## src/rtl/sdp_pkg.sv

```systemverilog
package sdp_pkg;

  localparam int LENGTH_BITS   = 16;
  localparam int CFG_ADDR_BITS = 1;
  localparam int CFG_DATA_BITS = 10;

  localparam logic [CFG_ADDR_BITS-1:0] CFG_MAX_TLV_COUNT   = 1'b0;
  localparam logic [CFG_ADDR_BITS-1:0] CFG_TEXT_BYTE_LIMIT = 1'b1;

  localparam logic [7:0]  MAX_TLV_RESET    = 8'd24;
  localparam logic [9:0]  TEXT_LIMIT_RESET = 10'd255;

  localparam logic [LENGTH_BITS-1:0] MIN_FRAME_BYTES = LENGTH_BITS'(12);

  localparam logic [7:0] OUI_BYTE0 = 8'h00;
  localparam logic [7:0] OUI_BYTE1 = 8'h00;
  localparam logic [7:0] OUI_BYTE2 = 8'h0C;
  localparam logic [7:0] PID_BYTE0 = 8'h20;
  localparam logic [7:0] PID_BYTE1 = 8'h00;

  localparam logic [15:0] TLV_DEVICE_ID   = 16'h0001;
  localparam logic [15:0] TLV_ADDRESSES   = 16'h0002;
  localparam logic [15:0] TLV_SW_VERSION  = 16'h0005;
  localparam logic [15:0] TLV_PLATFORM    = 16'h0006;
  localparam logic [15:0] TLV_VTP_DOMAIN  = 16'h0009;
  localparam logic [15:0] TLV_NATIVE_VLAN = 16'h000a;
  localparam logic [15:0] TLV_DUPLEX      = 16'h000b;

  typedef enum logic [2:0] {
    PH_IDLE,
    PH_HEADER,
    PH_TLV_HDR,
    PH_TLV_VAL,
    PH_SKIP
  } phase_t;

  typedef enum logic [2:0] {
    RK_HEADER      = 3'd0,
    RK_TEXT        = 3'd1,
    RK_ADDR_COUNT  = 3'd2,
    RK_NATIVE_VLAN = 3'd3,
    RK_DUPLEX      = 3'd4,
    RK_FRAME_END   = 3'd5
  } result_kind_t;

  typedef enum logic [1:0] {
    TF_DEVICE_ID  = 2'd0,
    TF_SW_VERSION = 2'd1,
    TF_PLATFORM   = 2'd2,
    TF_VTP_DOMAIN = 2'd3
  } text_field_t;

  typedef struct packed {
    logic [7:0]             data_byte;
    logic                   frame_start;
    logic [LENGTH_BITS-1:0] frame_length;
  } item_t;

  typedef struct packed {
    logic [2:0]  result_kind;
    logic [1:0]  text_field;
    logic [31:0] value;
    logic        last_of_run;
  } result_t;

  typedef struct packed {
    logic    data_valid;
    logic    end_valid;
    result_t data_res;
    result_t end_res;
  } step_res_t;

  typedef struct packed {
    logic [7:0] max_tlv_count;
    logic [9:0] text_byte_limit;
  } cfg_t;

endpackage

```

## src/rtl/sdp_if.sv

```systemverilog
interface sdp_in_if;
  logic                           valid;
  logic                           ready;
  logic [7:0]                     data_byte;
  logic                           frame_start;
  logic [sdp_pkg::LENGTH_BITS-1:0] frame_length;

  modport source (output valid, output data_byte, output frame_start, output frame_length,
                  input ready);
  modport sink   (input valid, input data_byte, input frame_start, input frame_length,
                  output ready);
endinterface

interface sdp_out_if;
  logic        valid;
  logic        ready;
  logic [2:0]  result_kind;
  logic [1:0]  text_field;
  logic [31:0] value;
  logic        last_of_run;

  modport source (output valid, output result_kind, output text_field, output value,
                  output last_of_run, input ready);
  modport sink   (input valid, input result_kind, input text_field, input value,
                  input last_of_run, output ready);
endinterface

```

## src/rtl/sdp_parse_core.sv

```systemverilog
module sdp_parse_core (
  input  logic               clk,
  input  logic               rst_n,
  input  logic               step_en,
  input  sdp_pkg::item_t     item,
  input  sdp_pkg::cfg_t      cfg,
  output sdp_pkg::step_res_t res
);
  import sdp_pkg::*;

  phase_t                 phase_r, phase_nxt;
  logic [LENGTH_BITS-1:0] byte_position_r, byte_position_nxt;
  logic [LENGTH_BITS-1:0] frame_total_r, frame_total_nxt;
  logic [31:0]            header_word_r, header_word_nxt;
  logic [15:0]            current_type_r, current_type_nxt;
  logic [15:0]            current_length_r, current_length_nxt;
  logic [15:0]            value_bytes_left_r, value_bytes_left_nxt;
  logic [7:0]             tlvs_seen_r, tlvs_seen_nxt;
  logic [31:0]            value_acc_r, value_acc_nxt;
  logic [9:0]             text_emitted_r, text_emitted_nxt;
  logic                   text_stopped_r, text_stopped_nxt;

  // state as seen by this byte, after a frame start
  phase_t                 phase_e;
  logic [LENGTH_BITS-1:0] pos, tot;
  logic [31:0]            hdr_e, acc_e;
  logic [15:0]            type_e, len_e, vbl_e;
  logic [7:0]             tlvs_e;
  logic [9:0]             temit_e;
  logic                   tstop_e;

  logic [7:0]  b;
  logic        is_last, sig_bad, len_bad, far_end, stop_hdr, stop_other;
  logic        tf_valid, text_emit;
  logic [1:0]  tf_idx;
  logic [31:0] hdr_shift, acc_shift;
  logic [15:0] type_shift, len_shift, vlen, idx, vbl_dec;
  logic [7:0]  tlvs_inc;

  always_comb begin
    if (item.frame_start) begin
      tot     = item.frame_length;
      phase_e = (item.frame_length < MIN_FRAME_BYTES) ? PH_IDLE : PH_HEADER;
      pos     = '0;
      hdr_e   = '0;
      acc_e   = '0;
      type_e  = '0;
      len_e   = '0;
      vbl_e   = '0;
      tlvs_e  = '0;
      temit_e = '0;
      tstop_e = 1'b0;
    end else begin
      tot     = frame_total_r;
      phase_e = phase_r;
      pos     = byte_position_r;
      hdr_e   = header_word_r;
      acc_e   = value_acc_r;
      type_e  = current_type_r;
      len_e   = current_length_r;
      vbl_e   = value_bytes_left_r;
      tlvs_e  = tlvs_seen_r;
      temit_e = text_emitted_r;
      tstop_e = text_stopped_r;
    end
  end

  assign b          = item.data_byte;
  assign is_last    = ({1'b0, pos} + 17'd1) == {1'b0, tot};
  assign sig_bad    = (phase_e == PH_HEADER) &&
                      ((pos == LENGTH_BITS'(3) && b != OUI_BYTE0) ||
                       (pos == LENGTH_BITS'(4) && b != OUI_BYTE1) ||
                       (pos == LENGTH_BITS'(5) && b != OUI_BYTE2) ||
                       (pos == LENGTH_BITS'(6) && b != PID_BYTE0) ||
                       (pos == LENGTH_BITS'(7) && b != PID_BYTE1));
  assign hdr_shift  = {hdr_e[23:0], b};
  assign acc_shift  = {acc_e[23:0], b};
  assign type_shift = {type_e[7:0], b};
  assign len_shift  = {len_e[7:0], b};
  assign len_bad    = (len_shift < 16'd4) ||
                      ((18'(pos) - 18'd3 + 18'(len_shift)) > 18'(tot));
  assign tlvs_inc   = tlvs_e + 8'd1;
  assign far_end    = (18'(pos) + 18'd5) > 18'(tot);
  assign stop_hdr   = (tlvs_inc >= cfg.max_tlv_count) || far_end;
  assign stop_other = (tlvs_e >= cfg.max_tlv_count) || far_end;
  assign vlen       = len_e - 16'd4;
  assign idx        = vlen - vbl_e;
  assign vbl_dec    = vbl_e - 16'd1;

  always_comb begin
    case (type_e)
      TLV_DEVICE_ID:  begin tf_valid = 1'b1; tf_idx = TF_DEVICE_ID;  end
      TLV_SW_VERSION: begin tf_valid = 1'b1; tf_idx = TF_SW_VERSION; end
      TLV_PLATFORM:   begin tf_valid = 1'b1; tf_idx = TF_PLATFORM;   end
      TLV_VTP_DOMAIN: begin tf_valid = 1'b1; tf_idx = TF_VTP_DOMAIN; end
      default:        begin tf_valid = 1'b0; tf_idx = TF_DEVICE_ID;  end
    endcase
  end

  assign text_emit = tf_valid && !tstop_e && (b != 8'd0) && (temit_e < cfg.text_byte_limit);

  // next state
  always_comb begin
    phase_nxt            = phase_e;
    byte_position_nxt    = pos;
    frame_total_nxt      = tot;
    header_word_nxt      = hdr_e;
    current_type_nxt     = type_e;
    current_length_nxt   = len_e;
    value_bytes_left_nxt = vbl_e;
    tlvs_seen_nxt        = tlvs_e;
    value_acc_nxt        = acc_e;
    text_emitted_nxt     = temit_e;
    text_stopped_nxt     = tstop_e;
    unique case (phase_e)
      PH_HEADER: begin
        if (sig_bad) begin
          phase_nxt = PH_IDLE;
        end else begin
          if (pos >= LENGTH_BITS'(8)) header_word_nxt = hdr_shift;
          if (pos == LENGTH_BITS'(11)) begin
            if (stop_other) begin
              phase_nxt = PH_SKIP;
            end else begin
              phase_nxt            = PH_TLV_HDR;
              value_bytes_left_nxt = '0;
              current_type_nxt     = '0;
              current_length_nxt   = '0;
            end
          end
        end
      end
      PH_TLV_HDR: begin
        if (vbl_e[1:0] < 2'd2) current_type_nxt = type_shift;
        else current_length_nxt = len_shift;
        if (vbl_e[1:0] != 2'd3) begin
          value_bytes_left_nxt = vbl_e + 16'd1;
        end else if (len_bad) begin
          phase_nxt = PH_SKIP;
        end else begin
          tlvs_seen_nxt        = tlvs_inc;
          value_bytes_left_nxt = len_shift - 16'd4;
          value_acc_nxt        = '0;
          text_emitted_nxt     = '0;
          text_stopped_nxt     = 1'b0;
          if (len_shift != 16'd4) begin
            phase_nxt = PH_TLV_VAL;
          end else if (stop_hdr) begin
            phase_nxt = PH_SKIP;
          end else begin
            value_bytes_left_nxt = '0;
            current_type_nxt     = '0;
            current_length_nxt   = '0;
          end
        end
      end
      PH_TLV_VAL: begin
        if (tf_valid) begin
          if (!tstop_e) begin
            if (text_emit) text_emitted_nxt = temit_e + 10'd1;
            else text_stopped_nxt = 1'b1;
          end
        end else if (type_e == TLV_ADDRESSES && len_e >= 16'd8) begin
          if (idx < 16'd4) value_acc_nxt = acc_shift;
        end else if (type_e == TLV_NATIVE_VLAN && len_e >= 16'd6) begin
          if (idx < 16'd2) value_acc_nxt = acc_shift;
        end
        value_bytes_left_nxt = vbl_dec;
        if (vbl_dec == 16'd0) begin
          if (stop_other) begin
            phase_nxt = PH_SKIP;
          end else begin
            phase_nxt            = PH_TLV_HDR;
            value_bytes_left_nxt = '0;
            current_type_nxt     = '0;
            current_length_nxt   = '0;
          end
        end
      end
      default: ;
    endcase
    if (phase_e != PH_IDLE && !sig_bad) begin
      if (is_last) phase_nxt = PH_IDLE;
      else byte_position_nxt = pos + LENGTH_BITS'(1);
    end
  end

  // results
  always_comb begin
    res.data_valid           = 1'b0;
    res.data_res.result_kind = RK_HEADER;
    res.data_res.text_field  = TF_DEVICE_ID;
    res.data_res.value       = '0;
    unique case (phase_e)
      PH_HEADER: begin
        if (!sig_bad && pos == LENGTH_BITS'(11)) begin
          res.data_valid     = 1'b1;
          res.data_res.value = hdr_shift;
        end
      end
      PH_TLV_VAL: begin
        if (tf_valid) begin
          if (text_emit) begin
            res.data_valid           = 1'b1;
            res.data_res.result_kind = RK_TEXT;
            res.data_res.text_field  = tf_idx;
            res.data_res.value       = {24'd0, b};
          end
        end else if (type_e == TLV_ADDRESSES && len_e >= 16'd8) begin
          if (idx == 16'd3) begin
            res.data_valid           = 1'b1;
            res.data_res.result_kind = RK_ADDR_COUNT;
            res.data_res.value       = acc_shift;
          end
        end else if (type_e == TLV_NATIVE_VLAN && len_e >= 16'd6) begin
          if (idx == 16'd1) begin
            res.data_valid           = 1'b1;
            res.data_res.result_kind = RK_NATIVE_VLAN;
            res.data_res.value       = {16'd0, acc_shift[15:0]};
          end
        end else if (type_e == TLV_DUPLEX && len_e >= 16'd5) begin
          if (idx == 16'd0) begin
            res.data_valid           = 1'b1;
            res.data_res.result_kind = RK_DUPLEX;
            res.data_res.value       = {31'd0, b != 8'd0};
          end
        end
      end
      default: ;
    endcase
    res.end_valid            = (phase_e != PH_IDLE) && !sig_bad && is_last;
    res.data_res.last_of_run = !res.end_valid;
    res.end_res.result_kind  = RK_FRAME_END;
    res.end_res.text_field   = TF_DEVICE_ID;
    res.end_res.value        = '0;
    res.end_res.last_of_run  = 1'b1;
  end

  always_ff @(posedge clk) begin
    if (!rst_n) begin
      phase_r            <= PH_IDLE;
      byte_position_r    <= '0;
      frame_total_r      <= '0;
      header_word_r      <= '0;
      current_type_r     <= '0;
      current_length_r   <= '0;
      value_bytes_left_r <= '0;
      tlvs_seen_r        <= '0;
      value_acc_r        <= '0;
      text_emitted_r     <= '0;
      text_stopped_r     <= 1'b0;
    end else if (step_en) begin
      phase_r            <= phase_nxt;
      byte_position_r    <= byte_position_nxt;
      frame_total_r      <= frame_total_nxt;
      header_word_r      <= header_word_nxt;
      current_type_r     <= current_type_nxt;
      current_length_r   <= current_length_nxt;
      value_bytes_left_r <= value_bytes_left_nxt;
      tlvs_seen_r        <= tlvs_seen_nxt;
      value_acc_r        <= value_acc_nxt;
      text_emitted_r     <= text_emitted_nxt;
      text_stopped_r     <= text_stopped_nxt;
    end
  end

  a_end_goes_idle: assert property (@(posedge clk) disable iff (!rst_n)
    (step_en && res.end_valid) |=> (phase_r == PH_IDLE))
    else $error("frame end without return to idle");

  a_header_position: assert property (@(posedge clk) disable iff (!rst_n)
    (step_en && res.data_valid && res.data_res.result_kind == RK_HEADER) |=>
      (phase_r == PH_IDLE || byte_position_r == LENGTH_BITS'(12)))
    else $error("header result at wrong byte position");

  a_tlv_hdr_count: assert property (@(posedge clk) disable iff (!rst_n)
    (phase_r == PH_TLV_HDR) |-> (value_bytes_left_r < 16'd4))
    else $error("tlv header byte count out of range");

endmodule

```

## src/rtl/sdp_result_fifo.sv

```systemverilog
module sdp_result_fifo (
  input  logic               clk,
  input  logic               rst_n,
  input  logic               push_en,
  input  sdp_pkg::step_res_t res,
  output logic               room2,
  sdp_out_if.source          out_ch
);
  import sdp_pkg::*;

  localparam int DEPTH    = 4;
  localparam int PTR_BITS = $clog2(DEPTH);
  localparam int CNT_BITS = $clog2(DEPTH + 1);

  result_t               mem_r [DEPTH];
  logic [PTR_BITS-1:0]   wr_ptr_r, wr_ptr_nxt, rd_ptr_r, rd_ptr_nxt, end_ptr;
  logic [CNT_BITS-1:0]   count_r, count_nxt;
  logic [1:0]            n_push;
  logic                  pop;

  assign n_push     = push_en ? (2'(res.data_valid) + 2'(res.end_valid)) : 2'd0;
  assign pop        = out_ch.valid && out_ch.ready;
  assign room2      = count_r <= CNT_BITS'(DEPTH - 2);
  assign end_ptr    = PTR_BITS'(wr_ptr_r + PTR_BITS'(res.data_valid));
  assign wr_ptr_nxt = PTR_BITS'(wr_ptr_r + PTR_BITS'(n_push));
  assign rd_ptr_nxt = PTR_BITS'(rd_ptr_r + PTR_BITS'(pop));
  assign count_nxt  = CNT_BITS'(count_r + CNT_BITS'(n_push) - CNT_BITS'(pop));

  assign out_ch.valid       = count_r != '0;
  assign out_ch.result_kind = mem_r[rd_ptr_r].result_kind;
  assign out_ch.text_field  = mem_r[rd_ptr_r].text_field;
  assign out_ch.value       = mem_r[rd_ptr_r].value;
  assign out_ch.last_of_run = mem_r[rd_ptr_r].last_of_run;

  always_ff @(posedge clk) begin
    if (push_en && res.data_valid) mem_r[wr_ptr_r] <= res.data_res;
    if (push_en && res.end_valid) mem_r[end_ptr] <= res.end_res;
  end

  always_ff @(posedge clk) begin
    if (!rst_n) begin
      wr_ptr_r <= '0;
      rd_ptr_r <= '0;
      count_r  <= '0;
    end else begin
      wr_ptr_r <= wr_ptr_nxt;
      rd_ptr_r <= rd_ptr_nxt;
      count_r  <= count_nxt;
    end
  end

  a_count_bound: assert property (@(posedge clk) disable iff (!rst_n)
    count_r <= CNT_BITS'(DEPTH))
    else $error("result queue overflow");

  a_push_room: assert property (@(posedge clk) disable iff (!rst_n)
    push_en |-> room2)
    else $error("push without room for two results");

  a_pop_count: assert property (@(posedge clk) disable iff (!rst_n)
    (pop && !push_en) |=> (count_r == CNT_BITS'($past(count_r) - 1'b1)))
    else $error("queue count not reduced on pop");

endmodule

```

## src/rtl/snap_tlv_discovery_parser.sv

```systemverilog
// Channel   Dir  Payload                                            Request done when
// in_ch     in   data_byte, frame_start, frame_length               valid && ready
// out_ch    out  result_kind, text_field, value, last_of_run        valid && ready
// cfg_*     in   cfg_addr (0 max_tlv_count, 1 text_byte_limit)      cfg_we
//
// One byte per cycle sustained while the queue has room; an accepted byte is registered, then parsed into the queue.
// A byte gives at most two results; the output drains one per cycle while out_ch.ready is high, from a 4-entry queue.
// Input stalls only while the queue holds more than two results.
// Synchronous active-low reset: idle phase, queue empty, registers at 24 and 255.
module snap_tlv_discovery_parser (
  input  logic                              clk,
  input  logic                              rst_n,
  sdp_in_if.sink                            in_ch,
  sdp_out_if.source                         out_ch,
  input  logic                              cfg_we,
  input  logic [sdp_pkg::CFG_ADDR_BITS-1:0] cfg_addr,
  input  logic [sdp_pkg::CFG_DATA_BITS-1:0] cfg_wdata
);
  import sdp_pkg::*;

  item_t     item_r;
  logic      item_valid_r;
  cfg_t      cfg_r;
  step_res_t step_res;
  logic      room2, adv, accept;

  assign adv         = item_valid_r && room2;
  assign in_ch.ready = !item_valid_r || adv;
  assign accept      = in_ch.valid && in_ch.ready;

  always_ff @(posedge clk) begin
    if (!rst_n) begin
      item_valid_r <= 1'b0;
    end else if (in_ch.ready) begin
      item_valid_r <= in_ch.valid;
    end
  end

  always_ff @(posedge clk) begin
    if (accept) begin
      item_r.data_byte    <= in_ch.data_byte;
      item_r.frame_start  <= in_ch.frame_start;
      item_r.frame_length <= in_ch.frame_length;
    end
  end

  always_ff @(posedge clk) begin
    if (!rst_n) begin
      cfg_r.max_tlv_count   <= MAX_TLV_RESET;
      cfg_r.text_byte_limit <= TEXT_LIMIT_RESET;
    end else if (cfg_we) begin
      unique case (cfg_addr)
        CFG_MAX_TLV_COUNT:   cfg_r.max_tlv_count   <= cfg_wdata[7:0];
        CFG_TEXT_BYTE_LIMIT: cfg_r.text_byte_limit <= cfg_wdata[9:0];
        default: ;
      endcase
    end
  end

  sdp_parse_core u_core (
    .clk     (clk),
    .rst_n   (rst_n),
    .step_en (adv),
    .item    (item_r),
    .cfg     (cfg_r),
    .res     (step_res)
  );

  sdp_result_fifo u_fifo (
    .clk     (clk),
    .rst_n   (rst_n),
    .push_en (adv),
    .res     (step_res),
    .room2   (room2),
    .out_ch  (out_ch)
  );

endmodule
```

## src/flat_wrapper.sv

```systemverilog
// flat-port wrapper written by rule: the top's interface ports become plain ports
module snap_tlv_discovery_parser_flat import sdp_pkg::*;
  (clk, rst_n, cfg_we, cfg_addr, cfg_wdata, in_ch_valid, in_ch_data_byte, in_ch_frame_start, in_ch_frame_length, in_ch_ready, out_ch_valid, out_ch_result_kind, out_ch_text_field, out_ch_value, out_ch_last_of_run, out_ch_ready);
  sdp_in_if in_ch_i ();
  sdp_out_if out_ch_i ();
  input  logic clk;
  input  logic rst_n;
  input  logic cfg_we;
  input  logic [sdp_pkg::CFG_ADDR_BITS-1:0] cfg_addr;
  input  logic [sdp_pkg::CFG_DATA_BITS-1:0] cfg_wdata;
  input wire logic [$bits(in_ch_i.valid)-1:0] in_ch_valid;
  input wire logic [$bits(in_ch_i.data_byte)-1:0] in_ch_data_byte;
  input wire logic [$bits(in_ch_i.frame_start)-1:0] in_ch_frame_start;
  input wire logic [$bits(in_ch_i.frame_length)-1:0] in_ch_frame_length;
  output wire logic [$bits(in_ch_i.ready)-1:0] in_ch_ready;
  output wire logic [$bits(out_ch_i.valid)-1:0] out_ch_valid;
  output wire logic [$bits(out_ch_i.result_kind)-1:0] out_ch_result_kind;
  output wire logic [$bits(out_ch_i.text_field)-1:0] out_ch_text_field;
  output wire logic [$bits(out_ch_i.value)-1:0] out_ch_value;
  output wire logic [$bits(out_ch_i.last_of_run)-1:0] out_ch_last_of_run;
  input wire logic [$bits(out_ch_i.ready)-1:0] out_ch_ready;
  assign in_ch_i.valid = in_ch_valid;
  assign in_ch_i.data_byte = in_ch_data_byte;
  assign in_ch_i.frame_start = in_ch_frame_start;
  assign in_ch_i.frame_length = in_ch_frame_length;
  assign in_ch_ready = in_ch_i.ready;
  assign out_ch_valid = out_ch_i.valid;
  assign out_ch_result_kind = out_ch_i.result_kind;
  assign out_ch_text_field = out_ch_i.text_field;
  assign out_ch_value = out_ch_i.value;
  assign out_ch_last_of_run = out_ch_i.last_of_run;
  assign out_ch_i.ready = out_ch_ready;
  snap_tlv_discovery_parser u_core (.clk(clk), .rst_n(rst_n), .in_ch(in_ch_i), .out_ch(out_ch_i), .cfg_we(cfg_we), .cfg_addr(cfg_addr), .cfg_wdata(cfg_wdata));
endmodule
```

## config.mk

```make
export PLATFORM = sky130hd
export DESIGN_NAME = snap_tlv_discovery_parser_flat
export DESIGN_NICKNAME = d
export VERILOG_FILES = /design/src/rtl/sdp_pkg.sv /design/src/rtl/sdp_if.sv /design/src/rtl/sdp_parse_core.sv /design/src/rtl/sdp_result_fifo.sv /design/src/rtl/snap_tlv_discovery_parser.sv /design/src/flat_wrapper.sv
export SDC_FILE = /design/constraint.sdc
export NUM_CORES = 1
export LEC_CHECK = 0
export ABC_AREA = 1
export BUFFER_PORTS_ARGS = -buffer_cell sky130_fd_sc_hd__buf_2
export CORE_MARGIN = 5
export CORE_UTILIZATION = 45
export CTS_CLUSTER_SIZE = 40
export DETAILED_ROUTE_END_ITERATION = 16
export PLACE_DENSITY_LB_ADDON = 0.1
export SLEW_MARGIN = 20
export SYNTH_ARGS = -nofsm -noshare
export SYNTH_HDL_FRONTEND = slang
export SYNTH_SLANG_ARGS = --single-unit
```

## constraint.sdc

```tcl
create_clock -name clk -period 11 [get_ports clk]
set_input_delay 2.2 -clock clk [delete_from_list [all_inputs] [get_ports clk]]
set_output_delay 2.2 -clock clk [all_outputs]
set_load 0.01 [all_outputs]
```

Yosys cells after proc, flatten, opt, wreduce, memory -nomap -nowiden
Memory sizes are Yosys's and may differ from the RTL's. A register that Yosys moved wholly into a read port is not among the register bits.
Index checks and enable logic that the tools add are counted.

storage, ports and cells
  logic and storage cells = 236
  memories kept = 1
  memory bits (writable) = 152
  register bits after elaboration = 217

memory list
  memory               depth  bits a word  read ports  clocked after Yosys merged registers in  wr ports  RTL line               source
  u_core.u_fifo.mem_r  4      38           1           1                                        2         sdp_result_fifo.sv:15  result_t mem_r [DEPTH];

cells by class
  $add $sub $neg = 18
  multiplexer cells = 118
  reductions and logical operators = 40
  $lt $le $gt $ge = 15
  bitwise logic cells = 1
  eq/ne operators = 23

operator list
  operator                                                      count
  two-way mux 16 bit                                            35
  two-way mux 32 bit                                            17
  case mux 16 bit (3 select lines)                              3
  case mux 32 bit (2 select lines)                              2
  equality test 16 x 3 -> 1 bit (second input constant)         6
  equality test 16 x 4 -> 1 bit (second input constant)         4
  two-way mux 10 bit                                            6
  equality test 16 x 2 -> 1 bit (second input constant)         3
  two-way mux 3 bit                                             16
  two-way mux 35 bit                                            1
  adder 16 x 1 -> 16 bit (second input constant)                2
  equality test 16 x 1 -> 1 bit (second input constant)         2
  >= comparator 16 x 3 -> 1 bit (second input constant)         2
  >= comparator 16 x 4 -> 1 bit (second input constant)         2
  zero test 16 bit                                              2
  less-than comparator 16 x 3 -> 1 bit (second input constant)  2
  two-way mux 8 bit                                             4
  subtractor 16 x 3 -> 16 bit (second input constant)           2
  two-way mux 1 bit                                             23
  logical AND 1 bit                                             20
  case mux 10 bit (2 select lines)                              1
  adder 17 x 17 -> 18 bit                                       1
  greater-than comparator 18 x 16 -> 1 bit                      1
  adder 16 x 1 -> 17 bit (second input constant)                1
  37 further kinds                                              57

Longest topological paths before layout
Gate-level depths: netlist of run 1.

  word-level depth = 16
  mapped depth = 38
  depth with buffers taken out = 34

Modules after synthesis
A second synthesis of run 1 with hierarchy kept.

second synthesis, totals
  cells, all modules = 3,625
  area total of the unflattened synthesis = 25,181.7 um^2

by module, submodules not included
  module                     area each (um^2)  cells an instance  times used
  sdp_parse_core             15,854.0          2,688              1
  sdp_result_fifo            7,826.3           810                1
  snap_tlv_discovery_parser  1,501.4           127                1

Worst setup path after synthesis of run 1
No wires, ideal clock.

  path type = register -> register
  start = register u_core.item_r[16] (netlist name)
  end = memory u_core.u_fifo.mem_r[2][15] (netlist name)
  slack = 5.372 ns
  setup time = 0.064 ns
  path buffers = 8
  cell stages (with the launch flop) = 31
  data required time = 10.936 ns
  arrival time = 5.564 ns
  cells stage by stage = edfxtp_1 > buf_6 > buf_6 > buf_6 > buf_6 > buf_2 > buf_1 > clkbuf_1 > nor2_1 > ha_1 > inv_1 > fa_1 > or2_2 > a21oi_1 > nand3_1 > a21oi_1 > nand2_1 > nor2_2 > inv_1 > nor2_1 > nand2_2 > nand2_1 > nand2_1 > nand3_2 > ha_1 > xnor2_1 > inv_1 > nand4_2 > buf_2 > nand2_1 > nor2_1

RTL lines
  element             RTL line                         source
  start: declaration  snap_tlv_discovery_parser.sv:21  item_t item_r;
  end: declaration    sdp_result_fifo.sv:15

==> impl_metrics.toml, run 1 <==
[pwr]
seqPwrFrac_pct = 31.3
p_switching_w = 0.00180
p_sw_share_pct = 39.1
leakage_nw = 15.1
ir_worst_vdd_v = 0.000162
p_int_w = 0.00280
clockPowerShare_pct = 32.8
power.density_mw_per_mm2 = 165
power_frac_comb_pct = 35.9

[drt]
wl_per_cell_um = 17.0
wl_um = 84000
vias = 26100
ant_nets = 0
drc = 0
viasPerCell = 5.29
drtPass1Iterations = 7
drt_iter0_markers = 2106

[setup_path]
cp_data_required_time_ns = 11.48
cp-end-kind = "register"
slowest_delay_ns = 0.79
crit_top_cell = "nand2_1"
r2r_cells = 27
crit_type = "reg -> reg"
cp_num_cells = 27
crit_fanout = 60
cp_top_family = "simple AND/OR/NAND/NOR gates"
critPathBufInv = 4
start_kind = "register"
crit_path_top_delay_cell = "buf_4"
cp_data_arrival_time_ns = 7.37

[sta]
fin_crit_sh_pct = 62.6
finalSetupViolCount = 0
rsz0062_at_grt = "no"
hold_viol = 0
finalSetupTns_ns = 0
layout_min_cycle_time_ns = 6.89
tightest_slew_ns = 1.08
skew_ns = 0.0162
relSlewSlack_pct = 27.7
slew_viol_final = 0
hold_ws_ns = 0.451
fmax_mhz = 145

[clock_tree]
cts_tree = "built"
cts_hold_buffers = 0
cts_sinks = 353
postCtsSetupBuffers = 0
cts_resized = 0
cts_buffers = 44
cts_root_buf = "clkbuf_16"
ctsLongestPathBuffers = 3
htreeDepth = 2
clk_latency_ns = 0.59
path_clk_slew_ns = 0.06

[global_routing]
grt_max_degree = 157
grt_pass1_wl_um = 131000
grt_usage_pct = 25.6
overflow = 0
antenna_found_initial = 0
grt_pass1_vias = 23400

[die]
initial_core_util_pct = 45.6
die_area_mm2 = 0.0621
rows = 87
core-area_mm2 = 0.0565
boundaryPins = 81
die_x_um = 249
die_h_um = 249

[yosys]
synth_most_common_cell = "nand2_1"
synthCells = 4183
synth_top_cell_by_area = "dfxtp_1"
syn_area_per_cell_um2 = 6.15
synth_edf_count = 25
synthTopCellsByCount = "1142 x nand2_1, 577 x inv_1, 520 x nor2_1, 359 x a21oi_1, 328 x dfxtp_1"
syn_area_mm2 = 0.0257
ys_top_cells_by_area = "dfxtp_1 26%, nand2_1 17%, inv_1 8.4%, nor2_1 7.6%, a21oi_1 7.0%"
synth_nets = 4346
synth_ff_type = "dfxtp_1"
synth_cell_types = 61
ys_seq_elements = 353
async_reset_ff_share_pct = 0
synth_top_area_share_pct = 25.5
yosysWarningCount = 0
yosysSeqAreaShare_pct = 28.4

[final_layout]
utilization_pct = 49.3
area_growth_pct = 8.15
antennaDiodeCount = 0
drive_gt1_share_pct = 7.69
num-nets-final = 4305
fillCellCount = 6062

[outcome]
status = "complete, no violations"

[placed_design]
hpwl_um = 57500
port_buffers = 80
gp_congestion = 0.915

[hold_path]
hold_path_class = "reg -> reg"
holdPathStages = 2

[run]
timing.max_cap.violations = 0
-- metrics by stage --
step | instances | cell area, µm² | total power [W] | worst slack, ns
6_report | 4931 | 27800 | 0.00460 | 4.11
5_1_grt | 4931 | 27800 | 0.00489 | 3.40
4_1_cts | 4931 | 27800 | 0.00463 | 4.10
3_5_place_dp | 4852 | 26300 | 0.00310 | 4.13
3_3_place_gp | 4852 | 26300 | 0.00310 | 4.24
2_1_floorplan | 4183 | 25700 | 0.00263 | 5.37
-- final timing paths --
check / startpoint / to / slack, ns
hold / removal: u_core.u_fifo.mem_r[2][0]$_SDFFE_PP1P_ / u_core.u_fifo.mem_r[2][0]$_SDFFE_PP1P_ / 0.45
setup / recovery: u_core.item_r[16]$_DFFE_PP_ / u_core.u_fifo.mem_r[2][5]$_SDFFE_PP0P_ / 4.11
setup reg to reg: u_core.item_r[16]$_DFFE_PP_ / u_core.u_fifo.mem_r[2][5]$_SDFFE_PP0P_ / 4.11
hold reg to reg: u_core.u_fifo.mem_r[2][0]$_SDFFE_PP1P_ / u_core.u_fifo.mem_r[2][0]$_SDFFE_PP1P_ / 0.45
-- state kept, by name, indices dropped and copies added (netlist names) --
register	cells
u_core.u_core.value_acc_r	24
u_core.cfg_r	18
u_core.u_fifo.rd_ptr_r	2
u_core.u_fifo.count_r	3
u_core.item_r	25
u_core.u_core.current_type_r	16
u_core.u_core.text_stopped_r	1
u_core.u_fifo.mem_r	152
u_core.u_core.tlvs_seen_r	8
u_core.u_core.value_bytes_left_r	16
u_core.u_core.header_word_r	24
u_core.u_core.text_emitted_r	10
u_core.u_core.frame_total_r	16
u_core.u_core.current_length_r	16
u_core.item_valid_r	1
u_core.u_core.phase_r	3
u_core.u_core.byte_position_r	16
u_core.u_fifo.wr_ptr_r	2
-- per-layer routing --
| layer | vias to the layer above | wire length (µm) | global-route usage (%) |
|---|---|---|---|
| li1 | 13300 | - | - |
| met1 | 11900 | 37800 | 34.8 |
| met2 | 764 | 39200 | 43.2 |
| met3 | 129 | 4930 | 3.03 |
| met4 | 0 | 2110 | 6.74 |
| met5 | - | 0 | 0 |
-- logic make-up after synthesis --
family                   share of synthesized area (%)
AO/OA/AOI/OAI                                     15.0
XOR/XNOR                                          1.94
adder cells (fa/ha/maj)                           6.02
buffers and inverters                             12.7
flip-flops                                        28.4
multiplexers                                     0.156
AND/OR/NAND/NOR                                   35.7
-- power by group through the flow --
stage / Sequential (W) / Combinational, W / Clock, W
CTS: 0.00144 / 0.00164 / 0.00155
floorplan: 0.00144 / 0.00119 / 0
global placement: 0.00146 / 0.00164 / 0
global route: 0.00145 / 0.00185 / 0.00160
finish: 0.00144 / 0.00165 / 0.00151
detailed placement: 0.00146 / 0.00163 / 0
-- cell usage in the layout (no fill, tap or decap), types with 17 or more instances in the layout --
cell       count
edfxtp_1      25
a21oi_1      358
inv_1        576
nand4_1       94
o211ai_1      43
nor2_1       519
ha_1         119
o21ai_1       18
o22ai_1       17
dfxtp_1      327
nand2_2       23
buf_4         25
nor3_1        19
nand2_1     1142
clkbuf_16     46
nand3_1      229
inv_2         25
a31oi_1       22
buf_2         80
xor2_1        45
nor2_2        21
o21ai_0      230
-- area by class of cell --
cell class	count	area, µm²	area share [%]
multi-input combinational	3030	15200	54.5
sequential	353	7320	26.3
inverter	607	2290	8.24
clock buffer	58	1270	4.55
tap	756	946	3.40
timing repair buffer	106	608	2.18
clock inverter	21	240	0.863
-- worst min-delay path, stage by stage, from the launching register on --
cell	delay [ns]
dfxtp_1	0.32
nand2_1	0.05
nand3_1	0.05
Note: power is estimated with default switching activity, not from simulation.
==> inputs of run 2 (changes only) <==
Settings changed: ABC_AREA 1 to 0.
Clock period 11 ns to 5.9 ns, I/O delays scaled along.
==> run 2 against run 1 <==
  * Routed wire length fell by 12%
  * Combinational power fell by 21%
  * Sequential power rose by 81%
==> impl_metrics.toml, run 2 <==
[yosys]
async_reset_ff_share_pct = 0
synth_top_cell_by_area = "dfxtp_1"
syn_area_per_cell_um2 = 8.66
yosysSeqAreaShare_pct = 33.9
synth_nets = 2657
syn_area_mm2 = 0.0216
synthCells = 2494
synth_cell_types = 91
synth_most_common_cell = "dfxtp_1"
ys_top_cells_by_area = "dfxtp_1 30%, ha_1 6.9%, mux2i_1 5.8%, nor2_1 5.1%, mux4_2 4.0%"
synthTopCellsByCount = "328 x dfxtp_1, 293 x nor2_1, 180 x nand2_1, 126 x mux2i_1, 122 x inv_1"
synth_top_area_share_pct = 30.4
ys_seq_elements = 353
synth_edf_count = 25
yosysWarningCount = 0
synth_ff_type = "dfxtp_1"

[outcome]
status = "complete, no violations"

[placed_design]
dpl.cell_count = 3144
gp_congestion = 0.973
port_buffers = 80
hpwl_um = 54800

[final_layout]
layout.cells.non_filler = 3219
mostFrequentLayoutCell = "dfxtp_1"
utilization_pct = 51.8
largest_register = "u_core.u_fifo.mem_r"
top_regs = "u_core.u_fifo.mem_r: 152 flops, u_core.item_r: 25 flops"
num-nets-final = 2735
drive_gt1_share_pct = 14.9
largest_register_ffs = 152
antennaDiodeCount = 0
multiInputGateArea_mm2 = 0.0134
area_growth_pct = 14.2
layout_common_cells = "326 x dfxtp_1, 291 x nor2_1, 179 x nand2_1"
fillCellCount = 4498
regArea_mm2 = 0.00732

[die]
die_area_mm2 = 0.0525
boundaryPins = 81
die_h_um = 229
die_x_um = 229
rows = 80
initial_core_util_pct = 45.3
core-area_mm2 = 0.0476

[sta]
finalSetupViolCount = 0
layout_min_cycle_time_ns = 5.65
fmax_mhz = 177
finalSetupTns_ns = 0
rsz0062_at_grt = "no"
tightest_slew_ns = 1.05
slew_viol_final = 0
fin_crit_sh_pct = 95.8
skew_ns = 0.0334
hold_viol = 0
relSlewSlack_pct = 30.0

[drt]
drtPass1Iterations = 5
wl_per_cell_um = 23.0
top_layer_used = "met4"
vias = 19700
met2_length_um = 34200
ant_nets = 0
wl_met1_um = 32000
viasPerCell = 6.13
drc = 0
met3WireLength_um = 5030
wl_um = 74000
drt_iter0_markers = 1807

[global_routing]
antenna_found_initial = 1
grt_pass1_wl_um = 114000
grt_max_degree = 60
grt_pass1_vias = 19000
grt_usage_pct = 27.2
overflow = 0

[clock_tree]
clk_latency_ns = 0.60
htreeDepth = 2
cts_root_buf = "clkbuf_16"
ctsLongestPathBuffers = 3
cts_buffers = 41
postCtsSetupBuffers = 0
cts_resized = 0
cts_tree = "built"
cts_hold_buffers = 0
path_clk_slew_ns = 0.06
cts_sinks = 353

[setup_path]
crit_type = "reg -> reg"
cp_top_family = "simple AND/OR/NAND/NOR gates"
cp_data_required_time_ns = 6.35
slowest_delay_ns = 0.61
crit_path_top_delay_cell = "or4b_4"
crit_fanout = 35
cp-end-kind = "register"
cp_data_arrival_time_ns = 6.10
critPathBufInv = 5
path_cells = "buf_12, nor2_1, ha_1, inv_1, ha_1, and4_1, nor3_1, a221o_1, nor4_1, nand4b_1, or4b_4, a21boi_2, ha_1, and3_1, inv_1, ha_1, inv_1, ha_2, inv_2, fa_2, xnor2_2, xnor2_1, nor2_1"
crit_top_cell = "ha_1"
start_kind = "register"

[run]
timing.max_cap.violations = 0

[pwr]
ir_worst_vdd_v = 0.000239
power.density_mw_per_mm2 = 269
leakage_nw = 9.59

[hold_path]
hold_path_class = "reg -> reg"
-- run 2: cell families (layout without fill, tap and decap cells) --
group	Yosys count	in the layout	synth area share, %
multiplexers	171	171	10.2
buffers and inverters	284	394	5.22
AND/OR/NAND/NOR	856	856	19.4
AO/OA/AOI/OAI	619	619	20.6
XOR/XNOR	89	89	3.61
adder cells (fa/ha/maj)	122	122	7.17
flip-flops	353	353	33.9
-- run 2: worst min-delay path, stage by stage, from the launching register on --
cell	delay (ns)
dfxtp_1	0.31
nand2_1	0.05
a21oi_1	0.05
-- run 2: per-layer routing --
layer / vias to the layer above / GRT usage, %
met2: 746 / 44.0
met5: - / 0
met3: 149 / 5.15
met1: 9535 / 36.5
li1: 9300 / -
met4: 0 / 9.51
-- run 2: per-stage QoR --
step	hold WS (ns)	instance area, µm²	power [W]	worst slack (ns)
2_1_floorplan	0.427	21800	0.00350	0.00171
5_1_grt	0.474	24700	0.00693	0.0132
3_5_place_dp	0.445	23200	0.00393	0.254
3_3_place_gp	0.440	23200	0.00393	0.240
6_report	0.453	24700	0.00664	0.249
4_1_cts	0.459	24600	0.00667	0.222
-- run 2: final cells by class --
type,count,share of cell area (%)
multi-input cells,1857,54.1
flip-flops and latches,353,29.7
well taps,615,3.12
repair buffers,195,5.27
clock inverters,17,0.898
inverters,124,1.90
clock buffers,58,5.00
-- run 2: worst paths after layout --
path,start,cells after the start,slack [ns],to
setup / recovery,u_core.item_r[16]$_DFFE_PP_,23,0.25,u_core.u_fifo.count_r[2]$_SDFF_PN0_
hold / removal,u_core.cfg_r[11]$_SDFFE_PN0P_,2,0.45,u_core.cfg_r[11]$_SDFFE_PN0P_
hold reg to reg,u_core.cfg_r[11]$_SDFFE_PN0P_,2,0.45,u_core.cfg_r[11]$_SDFFE_PN0P_
setup reg to reg,u_core.item_r[16]$_DFFE_PP_,23,0.25,u_core.u_fifo.count_r[2]$_SDFF_PN0_
-- run 2: where the power goes --
| group | internal, W | switching [W] |
|---|---|---|
| logic | 0.000503 | 0.000802 |
| registers | 0.00249 | 0.000117 |
| clock network | 0.00164 | 0.00109 |
| total | 0.00463 | 0.00201 |
==> inputs of run 3 (changes only) <==
Settings changed: ABC_AREA 0 to 1, CORE_UTILIZATION 45 to 50.
==> run 3 against run 2 <==
  * First-iteration DRC count rose by 22%
  * Critical path depth rose by 5
  * Critical path type unchanged
  * Largest power group is now combinational cells
  * Clock skew fell by 0.010 ns
  * Critical endpoint unchanged
  * Sequential power rose by 3%
  * Non-clock buffer count fell by 63
  * Clock power fell by 7.7%
==> impl_metrics.toml, run 3 (synthesized netlist as in run 1, its figures left out) <==
[global_routing]
grt_use_met1_pct = 37.8
overflow = 0
grt_max_degree = 152
grt_pass1_wl_um = 128000
grt_pass1_vias = 23400
globalRouteMet2Util_pct = 45.8
busiest_layer = "met2"
antenna_found_initial = 0
grtUsageMet3_pct = 3.14
grt_usage_pct = 27.4

[die]
core-area_mm2 = 0.0512
boundaryPins = 81
die_x_um = 237
die_h_um = 237
rows = 83
die_area_mm2 = 0.0561
initial_core_util_pct = 50.3

[clock_tree]
path_clk_slew_ns = 0.06
htreeDepth = 2
ctsLongestPathBuffers = 3
cts_buffers = 42
cts_sinks = 353
cts_tree = "built"
cts_root_buf = "clkbuf_16"
clk_latency_ns = 0.59

[setup_path]
crit_type = "reg -> reg"
cp_data_arrival_time_ns = 5.87
cp-end-kind = "register"
start_kind = "register"
slowest_delay_ns = 0.51
cp_data_required_time_ns = 6.34
crit_path_top_delay_cell = "edfxtp_1"
crit_fanout = 60

[sta]
rsz0062_at_grt = "no"
relSlewSlack_pct = 32.9
fmax_mhz = 184
slew_viol_final = 0
hold_viol = 0
tightest_slew_ns = 1.01
skew_ns = 0.0230
finalSetupViolCount = 0
finalSetupTns_ns = 0
fin_crit_sh_pct = 92.0
layout_min_cycle_time_ns = 5.43

[drt]
ant_nets = 0
drt_iter0_markers = 2198
drtPass1Iterations = 6
vias = 26000
wl_um = 80300
drc = 0
wl_per_cell_um = 16.5
viasPerCell = 5.33

[final_layout]
drive_gt1_share_pct = 7.94
largest_register = "u_core.u_fifo.mem_r"
fillCellCount = 5368
num-nets-final = 4329
regArea_mm2 = 0.00732
multiInputGateArea_mm2 = 0.0152
layout.cells.non_filler = 4876
top_regs = "u_core.u_fifo.mem_r: 152 flops, u_core.item_r: 25 flops"
largest_register_ffs = 152
layout_common_cells = "1142 x nand2_1, 576 x inv_1, 519 x nor2_1"
mostFrequentLayoutCell = "nand2_1"
antennaDiodeCount = 0
area_growth_pct = 7.80

[outcome]
status = "complete, no violations"

[placed_design]
port_buffers = 80
hpwl_um = 55600
gp_congestion = 0.944
dpl.cell_count = 4802

[run]
timing.max_cap.violations = 0

[pwr]
ir_worst_vdd_v = 0.000245
leakage_nw = 15.2
power.density_mw_per_mm2 = 296

[hold_path]
hold_path_class = "reg -> reg"
[run 3: changes by cell type in the layout (fill, tap and decap cells not counted), sizes merged, moves of 122 or more]
cell,change
nand2,+992
inv,+481
nor2,+260
a21oi,+253
nand3,+170
o21ai,+149
mux2i,-122
[run 3: metrics by stage]
step / util, % / worst slack, ns / instance area [µm²] / total power (W) / hold WS [ns]
after global routing: 54.2 / 0.0605 / 27800 / 0.00879 / 0.481
after global placement: 51.7 / 0.550 / 26400 / 0.00572 / 0.435
after detailed placement: 51.7 / 0.459 / 26400 / 0.00573 / 0.438
final: 54.2 / 0.472 / 27800 / 0.00823 / 0.451
after CTS: 54.2 / 0.452 / 27700 / 0.00826 / 0.453
after floorplan: - / 0.272 / 25700 / 0.00491 / 0.424
[run 3: power breakdown]
group	switching (W)	leakage [nW]	total, W	internal, W
Combinational	0.00205	11.6	0.00303	0.000982
Clock	0.00109	0.630	0.00252	0.00143
Sequential	0.000111	2.91	0.00268	0.00256
[run 3: path summary, 6_finish.rpt]
path                                                         startpoint                                       to  slack (ns)  depth (start not counted)
worst max-delay path                        u_core.item_r[16]$_DFFE_PP_      u_core.u_fifo.count_r[2]$_SDFF_PN0_        0.47                         28
worst min-delay path            u_core.u_fifo.mem_r[2][35]$_SDFFE_PP1P_  u_core.u_fifo.mem_r[2][35]$_SDFFE_PP1P_        0.45                          2
worst max register to register              u_core.item_r[16]$_DFFE_PP_      u_core.u_fifo.count_r[2]$_SDFF_PN0_        0.47                         28
worst min register to register  u_core.u_fifo.mem_r[2][35]$_SDFFE_PP1P_  u_core.u_fifo.mem_r[2][35]$_SDFFE_PP1P_        0.45                          2
[run 3: timing repair]
action	in CTS	in global routing
setup endpoints to repair	0	31
buffers inserted	0	0
gates resized for setup	0	2
hold buffers	0	0
[run 3: worst max-delay path: cells and delay by family (launching register included)]
family	cells	cell delay, ns
and+or+nand+nor	12	1.85
xor gates and xnor gates	1	0.17
buffers and inverters	6	0.60
DFF	1	0.51
adders and majority gates	7	1.88
AOI/OAI and AO/OA	2	0.23
[run 3: final cells by class]
cell class	count	share of cell area, %
sequential	353	26.4
clock inverter	16	0.460
timing repair buffer	132	2.94
tap	680	3.07
multi-input combinational	3030	54.7
clock buffer	58	4.22
inverter	607	8.26
[run 3: per-layer routing]
| metal | share of wire, % | vias to the layer above |
|---|---|---|
| met5 | 0 | - |
| met3 | 6.2 | 119 |
| li1 | - | 13300 |
| met1 | 45 | 11700 |
| met2 | 46 | 798 |
| met4 | 2.5 | 0 |
